`src/hw/rtl/countdown_alarm_bank_assert.svh`:
```
// Assertion macros used by the alarm bank datapath.
`ifndef COUNTDOWN_ALARM_BANK_ASSERT_SVH
`define COUNTDOWN_ALARM_BANK_ASSERT_SVH

// Same-cycle implication, checked outside reset.
`define CAB_ASSERT_NOW(label, clk, rst_n, ante, cons) \
    label: assert property (@(posedge clk) disable iff (!rst_n) (ante) |-> (cons)) \
        else $error("alarm bank assertion failed");

// Next-cycle implication, checked outside reset.
`define CAB_ASSERT_NEXT(label, clk, rst_n, ante, cons) \
    label: assert property (@(posedge clk) disable iff (!rst_n) (ante) |=> (cons)) \
        else $error("alarm bank assertion failed");

`endif

```
`src/hw/rtl/cab_pkg.sv`:
```
`timescale 1ns / 1ps

package cab_pkg;

    typedef enum logic [2:0] {
        OP_TICK   = 3'd0,
        OP_ADD    = 3'd1,
        OP_SET    = 3'd2,
        OP_CANCEL = 3'd3,
        OP_QUERY  = 3'd4
    } t_op;

    typedef enum logic [2:0] {
        KIND_ADDED   = 3'd0,
        KIND_FULL    = 3'd1,
        KIND_EXPIRED = 3'd2,
        KIND_QUERY   = 3'd3,
        KIND_BAD_ID  = 3'd4,
        KIND_DONE    = 3'd5
    } t_kind;

    // Source of the slot number in a result.
    typedef enum logic [1:0] {
        SLOT_NONE = 2'd0,
        SLOT_ID   = 2'd1,
        SLOT_NEW  = 2'd2,
        SLOT_PEND = 2'd3
    } t_slot_sel;

    typedef enum logic [2:0] {
        ST_IDLE     = 3'd0,
        ST_DECODE   = 3'd1,
        ST_QUERY    = 3'd2,
        ST_TICK_RD  = 3'd3,
        ST_TICK_UPD = 3'd4,
        ST_TICK_END = 3'd5
    } t_state;

    typedef struct packed {
        logic      capture;
        logic      wr_add;
        logic      wr_set;
        logic      wr_cancel;
        logic      rd_id;
        logic      rd_walk;
        logic      walk_clr;
        logic      walk_inc;
        logic      tick_wr;
        logic      pend_set;
        logic      pend_clr;
        logic      out_load;
        t_kind     out_kind;
        t_slot_sel out_slot;
        logic      out_counts;
        logic      out_last;
    } t_cmd;

    typedef struct packed {
        t_op  op;
        logic id_ok;
        logic full;
        logic count_zero;
        logic walk_last;
        logic running;
        logic fire;
        logic pend_valid;
        logic out_free;
    } t_status;

endpackage

```
`src/hw/rtl/cab_ctrl.sv`:
```
`timescale 1ns / 1ps

module cab_ctrl (
    input  logic              i_clk,
    input  logic              i_rst_n,
    input  logic              i_in_valid,
    output logic              o_in_stall,
    input  cab_pkg::t_status  i_status,
    output cab_pkg::t_cmd     o_cmd
);
    import cab_pkg::*;

    t_state r_state;
    t_state n_state;

    always_ff @(posedge i_clk) begin
        if (!i_rst_n) begin
            r_state <= ST_IDLE;
        end else begin
            r_state <= n_state;
        end
    end

    always_comb begin
        n_state    = r_state;
        o_cmd      = '0;
        o_in_stall = (r_state != ST_IDLE);

        unique case (r_state)
            ST_IDLE: begin
                if (i_in_valid) begin
                    o_cmd.capture = 1'b1;
                    n_state       = ST_DECODE;
                end
            end

            ST_DECODE: begin
                unique case (i_status.op)
                    OP_TICK: begin
                        if (i_status.count_zero) begin
                            n_state = ST_IDLE;
                        end else begin
                            o_cmd.walk_clr = 1'b1;
                            n_state        = ST_TICK_RD;
                        end
                    end
                    OP_ADD: begin
                        if (i_status.out_free) begin
                            o_cmd.out_load = 1'b1;
                            o_cmd.out_last = 1'b1;
                            if (i_status.full) begin
                                o_cmd.out_kind = KIND_FULL;
                                o_cmd.out_slot = SLOT_NONE;
                            end else begin
                                o_cmd.wr_add   = 1'b1;
                                o_cmd.out_kind = KIND_ADDED;
                                o_cmd.out_slot = SLOT_NEW;
                            end
                            n_state = ST_IDLE;
                        end
                    end
                    OP_SET, OP_CANCEL: begin
                        if (i_status.out_free) begin
                            o_cmd.out_load = 1'b1;
                            o_cmd.out_last = 1'b1;
                            if (!i_status.id_ok) begin
                                o_cmd.out_kind = KIND_BAD_ID;
                                o_cmd.out_slot = SLOT_NONE;
                            end else begin
                                o_cmd.wr_set    = (i_status.op == OP_SET);
                                o_cmd.wr_cancel = (i_status.op == OP_CANCEL);
                                o_cmd.out_kind  = KIND_DONE;
                                o_cmd.out_slot  = SLOT_ID;
                            end
                            n_state = ST_IDLE;
                        end
                    end
                    OP_QUERY: begin
                        if (i_status.id_ok) begin
                            o_cmd.rd_id = 1'b1;
                            n_state     = ST_QUERY;
                        end else if (i_status.out_free) begin
                            o_cmd.out_load = 1'b1;
                            o_cmd.out_last = 1'b1;
                            o_cmd.out_kind = KIND_BAD_ID;
                            o_cmd.out_slot = SLOT_NONE;
                            n_state        = ST_IDLE;
                        end
                    end
                    default: begin
                        n_state = ST_IDLE;
                    end
                endcase
            end

            ST_QUERY: begin
                if (i_status.out_free) begin
                    o_cmd.out_load   = 1'b1;
                    o_cmd.out_last   = 1'b1;
                    o_cmd.out_kind   = KIND_QUERY;
                    o_cmd.out_slot   = SLOT_ID;
                    o_cmd.out_counts = 1'b1;
                    n_state          = ST_IDLE;
                end
            end

            ST_TICK_RD: begin
                o_cmd.rd_walk = 1'b1;
                n_state       = ST_TICK_UPD;
            end

            ST_TICK_UPD: begin
                // An expiry with a result already held must wait for room
                // at the output before the slot is written back.
                if (!(i_status.running && i_status.fire && i_status.pend_valid
                      && !i_status.out_free)) begin
                    if (i_status.running) begin
                        o_cmd.tick_wr = 1'b1;
                        if (i_status.fire) begin
                            o_cmd.pend_set = 1'b1;
                            if (i_status.pend_valid) begin
                                o_cmd.out_load = 1'b1;
                                o_cmd.out_kind = KIND_EXPIRED;
                                o_cmd.out_slot = SLOT_PEND;
                            end
                        end
                    end
                    if (i_status.walk_last) begin
                        n_state = ST_TICK_END;
                    end else begin
                        o_cmd.walk_inc = 1'b1;
                        n_state        = ST_TICK_RD;
                    end
                end
            end

            ST_TICK_END: begin
                if (!i_status.pend_valid) begin
                    n_state = ST_IDLE;
                end else if (i_status.out_free) begin
                    o_cmd.out_load = 1'b1;
                    o_cmd.out_last = 1'b1;
                    o_cmd.out_kind = KIND_EXPIRED;
                    o_cmd.out_slot = SLOT_PEND;
                    o_cmd.pend_clr = 1'b1;
                    n_state        = ST_IDLE;
                end
            end

            default: begin
                n_state = ST_IDLE;
            end
        endcase
    end

endmodule

```
`src/hw/rtl/cab_datapath.sv`:
```
`timescale 1ns / 1ps

module cab_datapath #(
    parameter int unsigned MAX_ALARMS = 8
) (
    input  logic              i_clk,
    input  logic              i_rst_n,
    input  cab_pkg::t_cmd     i_cmd,
    output cab_pkg::t_status  o_status,
    input  logic [2:0]        i_operation,
    input  logic [3:0]        i_alarm_id,
    input  logic [31:0]       i_period_ms,
    input  logic              i_reload,
    input  logic              i_notify,
    output logic              o_out_valid,
    input  logic              i_out_stall,
    output logic [2:0]        o_kind,
    output logic [3:0]        o_slot_id,
    output logic [31:0]       o_remaining,
    output logic [31:0]       o_elapsed_ticks,
    output logic              o_last
);
    import cab_pkg::*;

    localparam int unsigned CNT_W = $clog2(MAX_ALARMS + 1);
    localparam int unsigned IDX_W = (MAX_ALARMS > 1) ? $clog2(MAX_ALARMS) : 1;
    localparam int unsigned EXT_W = (CNT_W > 4) ? CNT_W : 4;

    // Captured transaction.
    t_op         r_op;
    logic [3:0]  r_id;
    logic [31:0] r_period;
    logic        r_reload;
    logic        r_notify;

    logic [CNT_W-1:0] r_count;
    logic [IDX_W-1:0] r_walk;
    logic             r_pend_valid;
    logic [3:0]       r_pend_slot;

    // Per-slot stores, contents undefined until an add writes them.
    logic [31:0] r_rem_mem  [MAX_ALARMS];
    logic [31:0] r_per_mem  [MAX_ALARMS];
    logic [1:0]  r_flag_mem [MAX_ALARMS];

    logic [31:0] r_rd_rem;
    logic [31:0] r_rd_per;
    logic [1:0]  r_rd_flags;

    logic        r_out_valid;
    t_kind       r_out_kind;
    logic [3:0]  r_out_slot;
    logic [31:0] r_out_rem;
    logic [31:0] r_out_ela;
    logic        r_out_last;

    logic [EXT_W-1:0] id_ext;
    logic [EXT_W-1:0] cnt_ext;
    logic [EXT_W-1:0] new_slot_ext;
    logic [EXT_W-1:0] walk_slot_ext;
    logic [IDX_W-1:0] id_idx;
    logic [IDX_W-1:0] cnt_idx;
    logic [CNT_W-1:0] walk_next;
    logic             id_ok;
    logic             full;
    logic             expire;
    logic             out_free;
    logic [31:0]      tick_rem;
    logic             rem_we;
    logic             per_we;
    logic [IDX_W-1:0] wr_addr;
    logic [31:0]      rem_wdata;
    logic [31:0]      per_wdata;
    logic [IDX_W-1:0] rd_addr;
    logic [3:0]       slot_sel_val;

    assign id_ext        = EXT_W'(r_id);
    assign cnt_ext       = EXT_W'(r_count);
    assign new_slot_ext  = cnt_ext + EXT_W'(1);
    assign walk_slot_ext = EXT_W'(r_walk) + EXT_W'(1);
    assign id_idx        = IDX_W'(id_ext - EXT_W'(1));
    assign cnt_idx       = IDX_W'(r_count);
    assign walk_next     = CNT_W'(r_walk) + CNT_W'(1);
    assign id_ok         = (r_id != 4'd0) && (id_ext <= cnt_ext);
    assign full          = (r_count == CNT_W'(MAX_ALARMS));
    assign expire        = (r_rd_rem == 32'd1);
    assign out_free      = !r_out_valid || !i_out_stall;

    // Countdown step; a reload slot restarts from its period on expiry.
    assign tick_rem = (expire && r_rd_flags[1]) ? r_rd_per : (r_rd_rem - 32'd1);

    assign rem_we = i_cmd.wr_add || i_cmd.wr_set || i_cmd.wr_cancel || i_cmd.tick_wr;
    assign per_we = i_cmd.wr_add || i_cmd.wr_set || i_cmd.wr_cancel;
    assign rd_addr = i_cmd.rd_id ? id_idx : r_walk;

    always_comb begin
        priority if (i_cmd.wr_add) begin
            wr_addr   = cnt_idx;
            rem_wdata = r_period;
            per_wdata = r_period;
        end else if (i_cmd.wr_set) begin
            wr_addr   = id_idx;
            rem_wdata = r_period;
            per_wdata = r_period;
        end else if (i_cmd.wr_cancel) begin
            wr_addr   = id_idx;
            rem_wdata = 32'd0;
            per_wdata = 32'd0;
        end else begin
            wr_addr   = r_walk;
            rem_wdata = tick_rem;
            per_wdata = r_period;
        end
    end

    always_comb begin
        unique case (i_cmd.out_slot)
            SLOT_NONE: slot_sel_val = 4'd0;
            SLOT_ID:   slot_sel_val = r_id;
            SLOT_NEW:  slot_sel_val = new_slot_ext[3:0];
            SLOT_PEND: slot_sel_val = r_pend_slot;
            default:   slot_sel_val = 4'd0;
        endcase
    end

    always_ff @(posedge i_clk) begin
        if (rem_we) begin
            r_rem_mem[wr_addr] <= rem_wdata;
        end
        if (per_we) begin
            r_per_mem[wr_addr] <= per_wdata;
        end
        if (i_cmd.wr_add) begin
            r_flag_mem[wr_addr] <= {r_reload, r_notify};
        end
        if (i_cmd.rd_id || i_cmd.rd_walk) begin
            r_rd_rem   <= r_rem_mem[rd_addr];
            r_rd_per   <= r_per_mem[rd_addr];
            r_rd_flags <= r_flag_mem[rd_addr];
        end
    end

    always_ff @(posedge i_clk) begin
        if (i_cmd.capture) begin
            r_op     <= t_op'(i_operation);
            r_id     <= i_alarm_id;
            r_period <= i_period_ms;
            r_reload <= i_reload;
            r_notify <= i_notify;
        end
        if (i_cmd.walk_clr) begin
            r_walk <= '0;
        end else if (i_cmd.walk_inc) begin
            r_walk <= r_walk + IDX_W'(1);
        end
        if (i_cmd.pend_set) begin
            r_pend_slot <= walk_slot_ext[3:0];
        end
        if (i_cmd.out_load) begin
            r_out_kind <= i_cmd.out_kind;
            r_out_slot <= slot_sel_val;
            r_out_rem  <= i_cmd.out_counts ? r_rd_rem : 32'd0;
            r_out_ela  <= i_cmd.out_counts ? (r_rd_per - r_rd_rem) : 32'd0;
            r_out_last <= i_cmd.out_last;
        end
    end

    always_ff @(posedge i_clk) begin
        if (!i_rst_n) begin
            r_count      <= '0;
            r_pend_valid <= 1'b0;
            r_out_valid  <= 1'b0;
        end else begin
            if (i_cmd.wr_add) begin
                r_count <= r_count + CNT_W'(1);
            end
            if (i_cmd.pend_set) begin
                r_pend_valid <= 1'b1;
            end else if (i_cmd.pend_clr) begin
                r_pend_valid <= 1'b0;
            end
            if (i_cmd.out_load) begin
                r_out_valid <= 1'b1;
            end else if (!i_out_stall) begin
                r_out_valid <= 1'b0;
            end
        end
    end

    always_comb begin
        o_status            = '0;
        o_status.op         = r_op;
        o_status.id_ok      = id_ok;
        o_status.full       = full;
        o_status.count_zero = (r_count == '0);
        o_status.walk_last  = (walk_next == r_count);
        o_status.running    = (r_rd_rem != 32'd0);
        o_status.fire       = expire && r_rd_flags[0];
        o_status.pend_valid = r_pend_valid;
        o_status.out_free   = out_free;
    end

    assign o_out_valid     = r_out_valid;
    assign o_kind          = r_out_kind;
    assign o_slot_id       = r_out_slot;
    assign o_remaining     = r_out_rem;
    assign o_elapsed_ticks = r_out_ela;
    assign o_last          = r_out_last;

`include "countdown_alarm_bank_assert.svh"

    `CAB_ASSERT_NOW(a_count_range, i_clk, i_rst_n, 1'b1, r_count <= CNT_W'(MAX_ALARMS))
    `CAB_ASSERT_NOW(a_add_not_full, i_clk, i_rst_n, i_cmd.wr_add, !full)
    `CAB_ASSERT_NOW(a_tick_running, i_clk, i_rst_n, i_cmd.tick_wr, r_rd_rem != 32'd0)
    `CAB_ASSERT_NOW(a_no_overwrite, i_clk, i_rst_n, i_cmd.out_load, out_free)
    `CAB_ASSERT_NEXT(a_pend_drained, i_clk, i_rst_n, i_cmd.pend_clr, !r_pend_valid)

endmodule

```
`src/hw/rtl/countdown_alarm_bank.sv`:
```
`timescale 1ns / 1ps
// An add, set or cancel result is loaded into the output register in the decode state, a query
// reply in the query state after the slot read; the final expiry of a tick follows the end of
// the slot walk. Transactions are taken one at a time; a state that must load a result waits
// while the output register is full and stalled.
// Each slot visited by a tick is read in ST_TICK_RD and, if still counting, written back in ST_TICK_UPD.
// Reset (synchronous, active low) empties the bank, clears control and output valid only.

module countdown_alarm_bank #(
    parameter int unsigned MAX_ALARMS = 8
) (
    input  logic        i_clk,
    input  logic        i_rst_n,
    input  logic        i_in_valid,
    output logic        o_in_stall,
    input  logic [2:0]  i_operation,
    input  logic [3:0]  i_alarm_id,
    input  logic [31:0] i_period_ms,
    input  logic        i_reload,
    input  logic        i_notify,
    output logic        o_out_valid,
    input  logic        i_out_stall,
    output logic [2:0]  o_kind,
    output logic [3:0]  o_slot_id,
    output logic [31:0] o_remaining,
    output logic [31:0] o_elapsed_ticks,
    output logic        o_last
);
    import cab_pkg::*;

    // The controller sequences each transaction; the datapath holds the slot
    // memories, the slot count, the tick walk index and the output register.
    // During a tick, each expiry result is held back by one expiry so that the
    // final result of the tick can carry the last flag.
    t_cmd    cmd;
    t_status status;

    cab_ctrl u_ctrl (
        .i_clk      (i_clk),
        .i_rst_n    (i_rst_n),
        .i_in_valid (i_in_valid),
        .o_in_stall (o_in_stall),
        .i_status   (status),
        .o_cmd      (cmd)
    );

    // The output register sits in the datapath, so a new transaction can be
    // taken while an earlier result still waits at the output.
    cab_datapath #(
        .MAX_ALARMS (MAX_ALARMS)
    ) u_datapath (
        .i_clk           (i_clk),
        .i_rst_n         (i_rst_n),
        .i_cmd           (cmd),
        .o_status        (status),
        .i_operation     (i_operation),
        .i_alarm_id      (i_alarm_id),
        .i_period_ms     (i_period_ms),
        .i_reload        (i_reload),
        .i_notify        (i_notify),
        .o_out_valid     (o_out_valid),
        .i_out_stall     (i_out_stall),
        .o_kind          (o_kind),
        .o_slot_id       (o_slot_id),
        .o_remaining     (o_remaining),
        .o_elapsed_ticks (o_elapsed_ticks),
        .o_last          (o_last)
    );

endmodule

```
`config.mk`:
```
export PLATFORM = sky130hd
export DESIGN_NAME = countdown_alarm_bank
export DESIGN_NICKNAME = d
export VERILOG_FILES = /design/src/hw/rtl/cab_pkg.sv /design/src/hw/rtl/cab_ctrl.sv /design/src/hw/rtl/cab_datapath.sv /design/src/hw/rtl/countdown_alarm_bank.sv
export VERILOG_INCLUDE_DIRS = /design/src /design/src/hw/rtl
export SDC_FILE = /design/constraint.sdc
export NUM_CORES = 1
export LEC_CHECK = 0
export ABC_AREA = 1
export BUFFER_PORTS_ARGS = -buffer_cell sky130_fd_sc_hd__buf_2
export CELL_PAD_IN_SITES_DETAIL_PLACEMENT = 1
export CELL_PAD_IN_SITES_GLOBAL_PLACEMENT = 1
export CORE_MARGIN = 2
export CORE_UTILIZATION = 30
export DETAILED_ROUTE_END_ITERATION = 16
export HOLD_SLACK_MARGIN = 0.06
export PLACE_DENSITY_LB_ADDON = 0.1
export SLEW_MARGIN = 15
export SYNTH_ARGS = -nofsm -noshare
export SYNTH_HDL_FRONTEND = slang
export SYNTH_SLANG_ARGS = --single-unit
```
`constraint.sdc`:
```
create_clock -name i_clk -period 4.4 [get_ports i_clk]
set_input_delay 0 -clock i_clk [delete_from_list [all_inputs] [get_ports i_clk]]
set_output_delay 0 -clock i_clk [all_outputs]
set_load 0.005 [all_outputs]
```
==> results of run 1 <==
==> cells by family (layout without fill, tap and decap cells) <==
group | Yosys count | after routing | share of synthesized area
simple gates | 1721 | 1721 | 0.217
buf+inv | 865 | 1140 | 0.0986
flops | 723 | 723 | 0.630
compound gates | 196 | 196 | 0.0323
fa+ha+maj | 42 | 42 | 0.0155
xor+xnor | 27 | 27 | 0.00690
mux | 1 | 1 | 0.000292
==> repair_timing <==
| item | 4_1_cts | 5_1_grt |
|---|---|---|
| hold endpoints to repair | 52 | 0 |
| hold buffers | 85 | 0 |
| gates resized for setup | 0 | 0 |
==> per-stage QoR <==
stage	area, um^2	setup slack (ns)	utilization
3_5_place_dp	37200	0.390	0.326
4_1_cts	40600	0.381	0.357
3_3_place_gp	37200	0.422	0.326
5_1_grt	40600	0.0164	0.357
6_report	40600	0.401	0.357
2_1_floorplan	34300	0.523	-
==> state kept, by name (all words and copies together), names as in the netlist <==
name,flops
u_datapath.r_rd_per,32
u_datapath.cnt_ext,4
u_datapath.r_reload,1
u_datapath.r_pend_slot,4
u_datapath.r_op,3
u_datapath.o_slot_id,4
u_ctrl.r_state,3
u_datapath.o_kind,3
u_datapath.r_rd_flags,2
u_datapath.r_per_mem,256
u_datapath.r_pend_valid,1
u_datapath.r_rem_mem,256
u_datapath.r_period,32
u_datapath.o_out_valid,1
u_datapath.id_ext,4
u_datapath.o_last,1
u_datapath.r_rd_rem,32
u_datapath.r_walk,3
u_datapath.r_notify,1
u_datapath.o_remaining,32
u_datapath.o_elapsed_ticks,32
u_datapath.r_flag_mem,16
==> area by class of cell <==
class | count | area, um^2
Fill cell | 12911 | 73300
Sequential cell | 723 | 21600
Multi-Input combinational cell | 1987 | 9530
Inverter | 705 | 2650
Timing Repair Buffer | 284 | 2360
Clock buffer | 108 | 2240
Tap cell | 1512 | 1890
Clock inverter | 43 | 349
==> layer usage <==
layer  GRT usage  part of all wire
met1       0.294              0.47
met3      0.0267             0.043
met5           0                 0
met2       0.337              0.46
met4      0.0553             0.023
==> cell usage in the layout, fill, tap and decap left out, types with 8 or more instances in the layout <==
| cell | netlist | layout |
|---|---|---|
| clkinv_2 | 0 | 14 |
| buf_2 | 83 | 118 |
| ha_1 | 41 | 41 |
| nand4_1 | 16 | 16 |
| a21oi_1 | 73 | 73 |
| inv_2 | 8 | 8 |
| dlygate4sd3_1 | 0 | 85 |
| nand2_1 | 834 | 831 |
| nor2_4 | 1 | 19 |
| o21ai_0 | 65 | 65 |
| buf_12 | 0 | 25 |
| o21bai_1 | 9 | 9 |
| nor3_1 | 15 | 15 |
| clkbuf_16 | 0 | 86 |
| edfxtp_1 | 711 | 711 |
| clkbuf_1 | 62 | 21 |
| buf_4 | 6 | 56 |
| clkinv_1 | 1 | 21 |
| inv_1 | 696 | 696 |
| nand3_1 | 664 | 664 |
| xor2_1 | 24 | 24 |
| nor2_1 | 170 | 153 |
| dfxtp_1 | 12 | 12 |
| o211ai_1 | 16 | 16 |
==> power by group through the flow <==
| stage | Clock, mW | Combinational, mW | Sequential (mW) |
|---|---|---|---|
| 2_1_floorplan | 0 | 0.644 | 7.87 |
| 3_3_place_gp | 0 | 1.13 | 7.91 |
| 3_5_place_dp | 0 | 1.14 | 7.91 |
| 4_1_cts | 6.93 | 1.20 | 7.77 |
| 5_1_grt | 7.18 | 1.30 | 7.77 |
| 6_report | 6.73 | 1.17 | 7.77 |
==> worst paths after layout <==
kind                          from                          to  cells after the start
min                  i_alarm_id[3]        u_datapath.id_ext[3]                      2
min reg2reg  u_datapath.cnt_ext[3]       u_datapath.cnt_ext[3]                      2
max          u_datapath.cnt_ext[2]  u_datapath.r_rem_mem[3][1]                     16
max reg2reg  u_datapath.cnt_ext[2]  u_datapath.r_rem_mem[3][1]                     16
==> results.toml, run 1 <==
[outcome]
status = "complete, no violations"

[worst_setup_path]
slowest_delay_ns = 0.88
cp_num_buf_inv = 3
cp_max_fo = 26
critPathTopFamily = "simple AND/OR/NAND/NOR gates"
worst_ep_arrival_time_ns = 4.35
critPathLaunchType = "register"
crit_top_cell = "nand2_1"
critPathSlowestCell = "nor2_4"
path_cells = "inv_1 -> ha_1 -> nand2_1 -> clkinv_1 -> nand2_1 -> nand2_1 -> nand2_1 -> nand2_1 -> nor2_2 -> nand2_2 -> nand2_1 -> nand3_1 -> nand2_1 -> nand3_1 -> nor2_4 -> buf_4"
critPathRequiredTime_ns = 4.75
critPathKind = "register to register"
regToRegSetupSlack_ns = 0.40
end_kind = "register"

[die]
start_util = 0.301
core_um2 = 114000
ios = 119
dieArea_um2 = 117000
fp.dieW_um = 342
die_h_um = 342
rows = 124

[finish]
nNetsFinal = 3873
diodes = 0
drive_gt1_frac = 0.0938
instances_no_fill = 5362
syn_to_final_growth_pct = 18.4

[sta]
tightest_slew_ns = 1.08
fmax_mhz = 250
setup_viol = 0
whs_ns = 0.111
report.final.slew_viol_count = 0
relSlewSlack = 0.278
period_needed_ns = 4.00
skew_ns = 0.0598
finalCritPeriodShare = 0.909
rsz0062_at_grt = "false"
setup_tns_ns = 0
hold_viol = 0

[grt]
grt_antenna_before_repair = 1
grt_pass1_vias = 25544
grt_pass1_wl_mm = 178
grt_max_degree = 133
grt.total_usage = 0.208
grt_overflow = 0

[power_and_ir_drop]
combPwrFrac = 0.075
total_power_mw = 15.7
vdd_drop_max_mv = 0.294
clockPowerShare = 0.429
power_density_nw_per_um2 = 386
netSwitchingPower_mw = 3.88
internal_power_mw = 11.8
p_sw_frac = 0.248
seqPwrFrac = 0.496
p_leak_nw = 17.4

[yosys]
ys_types = 44
netlist_area_um2 = 34300
ys.flop_type = "edfxtp_1"
synth_area_per_cell_um2 = 9.59
synth.largest_area_cell = "edfxtp_1"
ys_ff_latch = 723
syn-num-nets = 3662
synthTopCellsByCount = "834 x nand2_1, 711 x edfxtp_1, 696 x inv_1"
synth_cells = 3575
ys_seq_area_frac = 0.630
synth_most_common_cell = "nand2_1"
synth.area.top_cells = "edfxtp_1 62%, nand3_1 9.7%, nand2_1 9.1%"
synth_edf_count = 711
synth_warnings = 0
yosysTopAreaCellShare = 0.623
ys_async_sr_fraction = 0

[clock_tree]
post-cts-setup-buffers = 0
ctsRootBufferMaster = "clkbuf_16"
clock_latency_ns = 0.68
htree_num_levels = 3
clk_pin_slew_ns = 0.06
cts_tree = "yes"
cts_buffer_depth = 3
cts.sinks = 723
cts_made_buffers = 85

[route]
wirelength_mm = 122
drtPass1Iterations = 5
drt_iter0_drc = 1630
ant_nets = 0
viasPerCell = 4.72
wire_per_inst_um = 22.8
vias = 25325
drc = 0

[placed_design]
dp_hpwl_mm = 79.5
dp.cells = 5126
io_buffers = 118
place_congestion = 0.828

[hold_path]
hold_path_class = "input port to register"

[flow_run]
maxCapViolCount = 0
No activity file was read; power rests on OpenSTA's default activity.
==> run 2: changes to the inputs <==
- CELL_PAD_IN_SITES_DETAIL_PLACEMENT: 1 -> default
- CELL_PAD_IN_SITES_GLOBAL_PLACEMENT: 1 -> default
- CORE_ASPECT_RATIO: default -> 1.1
- PLACE_DENSITY_LB_ADDON: 0.1 -> default
==> run 2 against run 1 <==
Global-route usage decreased by 3.8 points. Clock-buffer cell count down 17. Via count down 0.54%. First-iteration DRC count rose by 57%. Largest power group unchanged. Core utilization down 0.23 points. Flip-flop and latch count stayed put. Non-clock buffer count fell by 39. Highest routed layer unchanged. Critical path depth down 2.
==> results.toml, run 2 (synthesized netlist as in run 1, its figures left out) <==
[die]
start_util = 0.301
rows = 130
dieArea_um2 = 117000
ios = 119
fp.dieW_um = 326
die_h_um = 359
core_um2 = 114000

[power_and_ir_drop]
total_power_mw = 15.6
p_leak_nw = 17.2
vdd_drop_max_mv = 0.307
power_density_nw_per_um2 = 386

[finish]
diodes = 0
top_regs = "u_datapath.r_per_mem: 256 flops, u_datapath.r_rem_mem: 256 flops"
final_common_cell = "nand2_1"
layout_common_cells = "831 x nand2_1, 711 x edfxtp_1, 696 x inv_1"
syn_to_final_growth_pct = 17.7
drive_gt1_frac = 0.0907
nNetsFinal = 3829
post-route-util = 0.354
fillers = 11377

[route]
ant_nets = 0
wire_per_inst_um = 18.9
wirelength_mm = 101
drt_iter0_drc = 2565
drtPass1Iterations = 6
drc = 0
viasPerCell = 4.73
vias = 25188

[clock_tree]
clock_latency_ns = 0.66
cts_made_buffers = 80
htree_num_levels = 3
cts.sinks = 723
clk_pin_slew_ns = 0.06
ctsRootBufferMaster = "clkbuf_16"
cts_buffer_depth = 3
cts_tree = "yes"

[placed_design]
place_congestion = 0.916
dp_slack_ns = 0.765
dp_hpwl_mm = 62.0
io_buffers = 118

[worst_setup_path]
cp_max_fo = 17
end_kind = "register"
critPathLaunchType = "register"
critPathKind = "register to register"
path_cells = "inv_1 -> ha_1 -> nand2_1 -> clkinv_1 -> nand2_1 -> nand2_1 -> nand2_1 -> nand2_1 -> nor2_2 -> nand2_2 -> o21ai_2 -> buf_4 -> nand2_1 -> o21ai_0"
critPathSlowestCell = "o21ai_2"
critPathRequiredTime_ns = 4.74
critPathTopFamily = "compound AO/OA/AOI/OAI gates"
crit_top_cell = "nand2_1"
regToRegSetupSlack_ns = 0.70
slowest_delay_ns = 0.82
cp_num_buf_inv = 3
worst_ep_arrival_time_ns = 4.04

[grt]
grt.total_usage = 0.170
grt_max_degree = 199
grt_overflow = 0
grt_pass1_wl_mm = 151
grt_antenna_before_repair = 1
grt_pass1_vias = 24104

[sta]
whs_ns = 0.0891
setup_viol = 0
hold_viol = 0
fin_ws_ns = 0.702
fmax_mhz = 270
period_needed_ns = 3.70
tightest_slew_ns = 1.06
finalCritPeriodShare = 0.840
report.final.slew_viol_count = 0
setup_tns_ns = 0
rsz0062_at_grt = "false"
skew_ns = 0.0305
relSlewSlack = 0.297

[hold_path]
hold_path_class = "input port to register"

[outcome]
status = "complete, no violations"

[flow_run]
maxCapViolCount = 0
-- run 2: changes by cell type in the layout (fill, tap and decap cells not counted), moves of 2 or more --
cell / change
clkinv_1: -3
clkinvlp_4: +2
bufinv_16: +6
clkinv_16: -2
buf_4: -27
clkinv_4: +4
buf_12: +2
clkbuf_16: -4
clkbuf_1: -12
dlygate4sd3_1: -14
clkinv_2: +2
-- run 2: path summary, 6_finish.rpt --
| path | from | depth (start not counted) | end |
|---|---|---|---|
| setup / recovery | u_datapath.cnt_ext[2] | 14 | u_datapath.r_rem_mem[6][14] |
| setup reg to reg | u_datapath.cnt_ext[2] | 14 | u_datapath.r_rem_mem[6][14] |
| hold / removal | i_period_ms[2] | 2 | u_datapath.r_period[2] |
| hold reg to reg | u_datapath.cnt_ext[3] | 2 | u_datapath.cnt_ext[3] |
-- run 2: what timing repair did --
item / CTS / global route
gates resized for setup: 0 / 0
hold buffers: 71 / 0
buffers inserted: 0 / 0
hold endpoints to repair: 52 / 0
-- run 2: worst register-to-register path, delay by kind of cell, from the launching register on --
family	cells	cell delay, ns
AO/OA/AOI/OAI	2	1.14
adder cells (fa/ha/maj)	1	0.29
flip-flops	1	0.43
buffers and inverters	3	0.62
AND/OR/NAND/NOR	8	0.89
-- run 2: per-layer routing --
metal,vias up,part of all wire,global-route usage
met3,138,0.078,0.0237
li1,12009,-,-
met5,-,0,0
met1,12033,0.44,0.238
met4,0,0.018,0.0472
met2,1008,0.46,0.276
-- run 2: report_power, final --
part	switching, mW	internal (mW)	leakage [nW]	total, mW
clock	2.81	3.91	1.29	6.72
sequential	0.0886	7.69	6.48	7.77
combinational	0.742	0.340	9.47	1.08
total	3.64	11.9	17.2	15.6
-- run 2: cell type report --
type | count | area, um^2 | area share
Clock buffer | 91 | 2090 | 0.0517
Sequential cell | 723 | 21600 | 0.535
Tap cell | 1518 | 1900 | 0.0471
Clock inverter | 54 | 538 | 0.0133
Inverter | 705 | 2650 | 0.0656
Multi-Input combinational cell | 1987 | 9530 | 0.236
Timing Repair Buffer | 245 | 2060 | 0.0510
-- run 2: stage by stage --
step | area, um^2 | instances
final | 40400 | 5323
after global routing | 40400 | 5323
after CTS | 40400 | 5323
after global placement | 37000 | 5107
after floorplan | 34300 | 3575
after detailed placement | 37000 | 5107
==> run 3: changes to the inputs <==
- clock period: 4.4 -> 3.7 ns (I/O delays scaled with it)
==> run 3 against run 2 <==
Design area grew 0.76%. Maximum frequency grew 9.2%. Power grew 16%. Largest power group unchanged.
==> results.toml, run 3 (synthesized netlist as in run 1, its figures left out) <==
[die]
start_util = 0.301
ios = 119
core_um2 = 114000
die_h_um = 359
fp.dieW_um = 326
dieArea_um2 = 117000
rows = 130

[finish]
syn_to_final_growth_pct = 18.6
post-route-util = 0.357
drive_gt1_frac = 0.0972
nNetsFinal = 3875
top_regs = "u_datapath.r_per_mem: 256 flops, u_datapath.r_rem_mem: 256 flops"
diodes = 0
final_common_cell = "nand2_1"
fillers = 11321
layout_common_cells = "831 x nand2_1, 711 x edfxtp_1, 696 x inv_1"

[hold_path]
min_delay_worst_endpoint = "u_datapath.r_period[23]"
hold_path_startpoint = "i_period_ms[23]"
hold_path_class = "input port to register"
hold_depth = 2

[clock_tree]
ctsRootBufferMaster = "clkbuf_16"
clock_latency_ns = 0.65
cts_buffer_depth = 3
cts.sinks = 723
cts_made_buffers = 79
clk_pin_slew_ns = 0.06
cts_tree = "yes"
post-cts-setup-buffers = 0
htree_num_levels = 3

[route]
vias = 25599
drt_iter0_drc = 2702
drtPass1Iterations = 5
ant_nets = 0
wirelength_mm = 102
drc = 0
viasPerCell = 4.77
wire_per_inst_um = 19.0

[worst_setup_path]
path_cells = "ha_1 -> nand2_1 -> clkinv_1 -> nand2_1 -> nand2_1 -> nand2_1 -> nand2_1 -> nor2_2 -> nand2_2 -> nand2_1 -> nand3_1 -> nand2_1 -> nand3_1 -> nor2_4"
critPathKind = "register to register"
reg2regPathDepth = 14
cp_max_fo = 16
regToRegSetupSlack_ns = 0.31
critPathSlowestCell = "nor2_4"
critPathTopFamily = "simple AND/OR/NAND/NOR gates"
cp_num_buf_inv = 1
end_kind = "register"
timing.rr.start = "u_datapath.id_ext[3]"
r2r_end = "u_datapath.r_rem_mem[2][3]"
worst_ep_arrival_time_ns = 3.66
critPathLaunchType = "register"
crit_top_cell = "nand2_1"
critPathRequiredTime_ns = 3.97
slowest_delay_ns = 0.70
cp.depth = 14

[sta]
rsz0062_at_grt = "false"
fmax_mhz = 295
skew_ns = 0.0524
finalCritPeriodShare = 0.916
setup_viol = 0
fin_ws_ns = 0.312
period_needed_ns = 3.39
tightest_slew_ns = 1.05
setup_tns_ns = 0
relSlewSlack = 0.296
hold_viol = 0
report.final.slew_viol_count = 0

[power_and_ir_drop]
p_leak_nw = 17.4
power_density_nw_per_um2 = 444
internal_power_mw = 13.8
combPwrFrac = 0.073
vdd_drop_max_mv = 0.326
seqPwrFrac = 0.512
p_sw_frac = 0.236
clockPowerShare = 0.416
netSwitchingPower_mw = 4.26

[grt]
grt_max_degree = 133
grt.total_usage = 0.170
grt_pass1_vias = 23989
grt_pass1_wl_mm = 151
grt_overflow = 0
grt_antenna_before_repair = 1

[placed_design]
place_congestion = 0.884
dp_hpwl_mm = 64.4
io_buffers = 118
dp_slack_ns = 0.232

[flow_run]
maxCapViolCount = 0

[outcome]
status = "complete, no violations"
run 3: stage by stage:
step                      cell area (um^2)  hold WS, ns  power, mW  std cells
after detailed placement             37300        0.178       10.6       5142
after CTS                            40500       0.0627       18.2       5357
after global routing                 40700       0.0721       18.6       5365
after floorplan                      34300       0.0976       10.1       3575
final                                40700       0.0982       18.1       5365
after global placement               37300        0.179       10.6       5142
run 3: power groups by stage:
stage	sequential, mW	clock [mW]	combinational, mW
after floorplan	9.35	0	0.768
after global routing	9.24	7.93	1.45
after global placement	9.41	0	1.23
final	9.24	7.51	1.31
after detailed placement	9.41	0	1.24
after CTS	9.24	7.63	1.30
run 3: cell type report:
type / instances / area, um^2 / area share
inverters: 705 / 2650 / 0.0651
clock buffers: 108 / 2140 / 0.0526
flip-flops and latches: 723 / 21600 / 0.531
well taps: 1518 / 1900 / 0.0467
repair buffers: 289 / 2520 / 0.0620
multi-input cells: 1990 / 9560 / 0.235
clock inverters: 32 / 302 / 0.00742
run 3: worst max path at each step:
| stage | from | end | slack (ns) |
|---|---|---|---|
| final | u_datapath.id_ext[3] | u_datapath.r_rem_mem[2][3] | 0.31 |
| after detailed placement | u_datapath.id_ext[3] | u_datapath.r_rem_mem[1][26] | 0.23 |
| after global routing | u_datapath.id_ext[0] | u_datapath.r_rem_mem[2][3] | 0.06 |
| after CTS | u_datapath.id_ext[3] | u_datapath.r_rem_mem[1][21] | 0.17 |
| after global placement | u_datapath.id_ext[0] | u_datapath.r_rem_mem[2][14] | 0.30 |
| after floorplan | u_datapath.cnt_ext[2] | u_datapath.r_per_mem[0][0] | -0.18 |
run 3: timing repair:
| action | in CTS | in global routing |
|---|---|---|
| hold buffers | 75 | 1 |
| gates resized for setup | 0 | 4 |
| hold endpoints to repair | 63 | 1 |
| setup endpoints to repair | 0 | 104 |
run 3: routing by layer:
layer  vias to the layer above  GRT usage  share of wire
li1                      12111          -              -
met1                     12207      0.241           0.43
met2                      1129      0.270           0.45
met3                       152     0.0292          0.094
met4                         0     0.0446          0.024
met5                         -          0              0
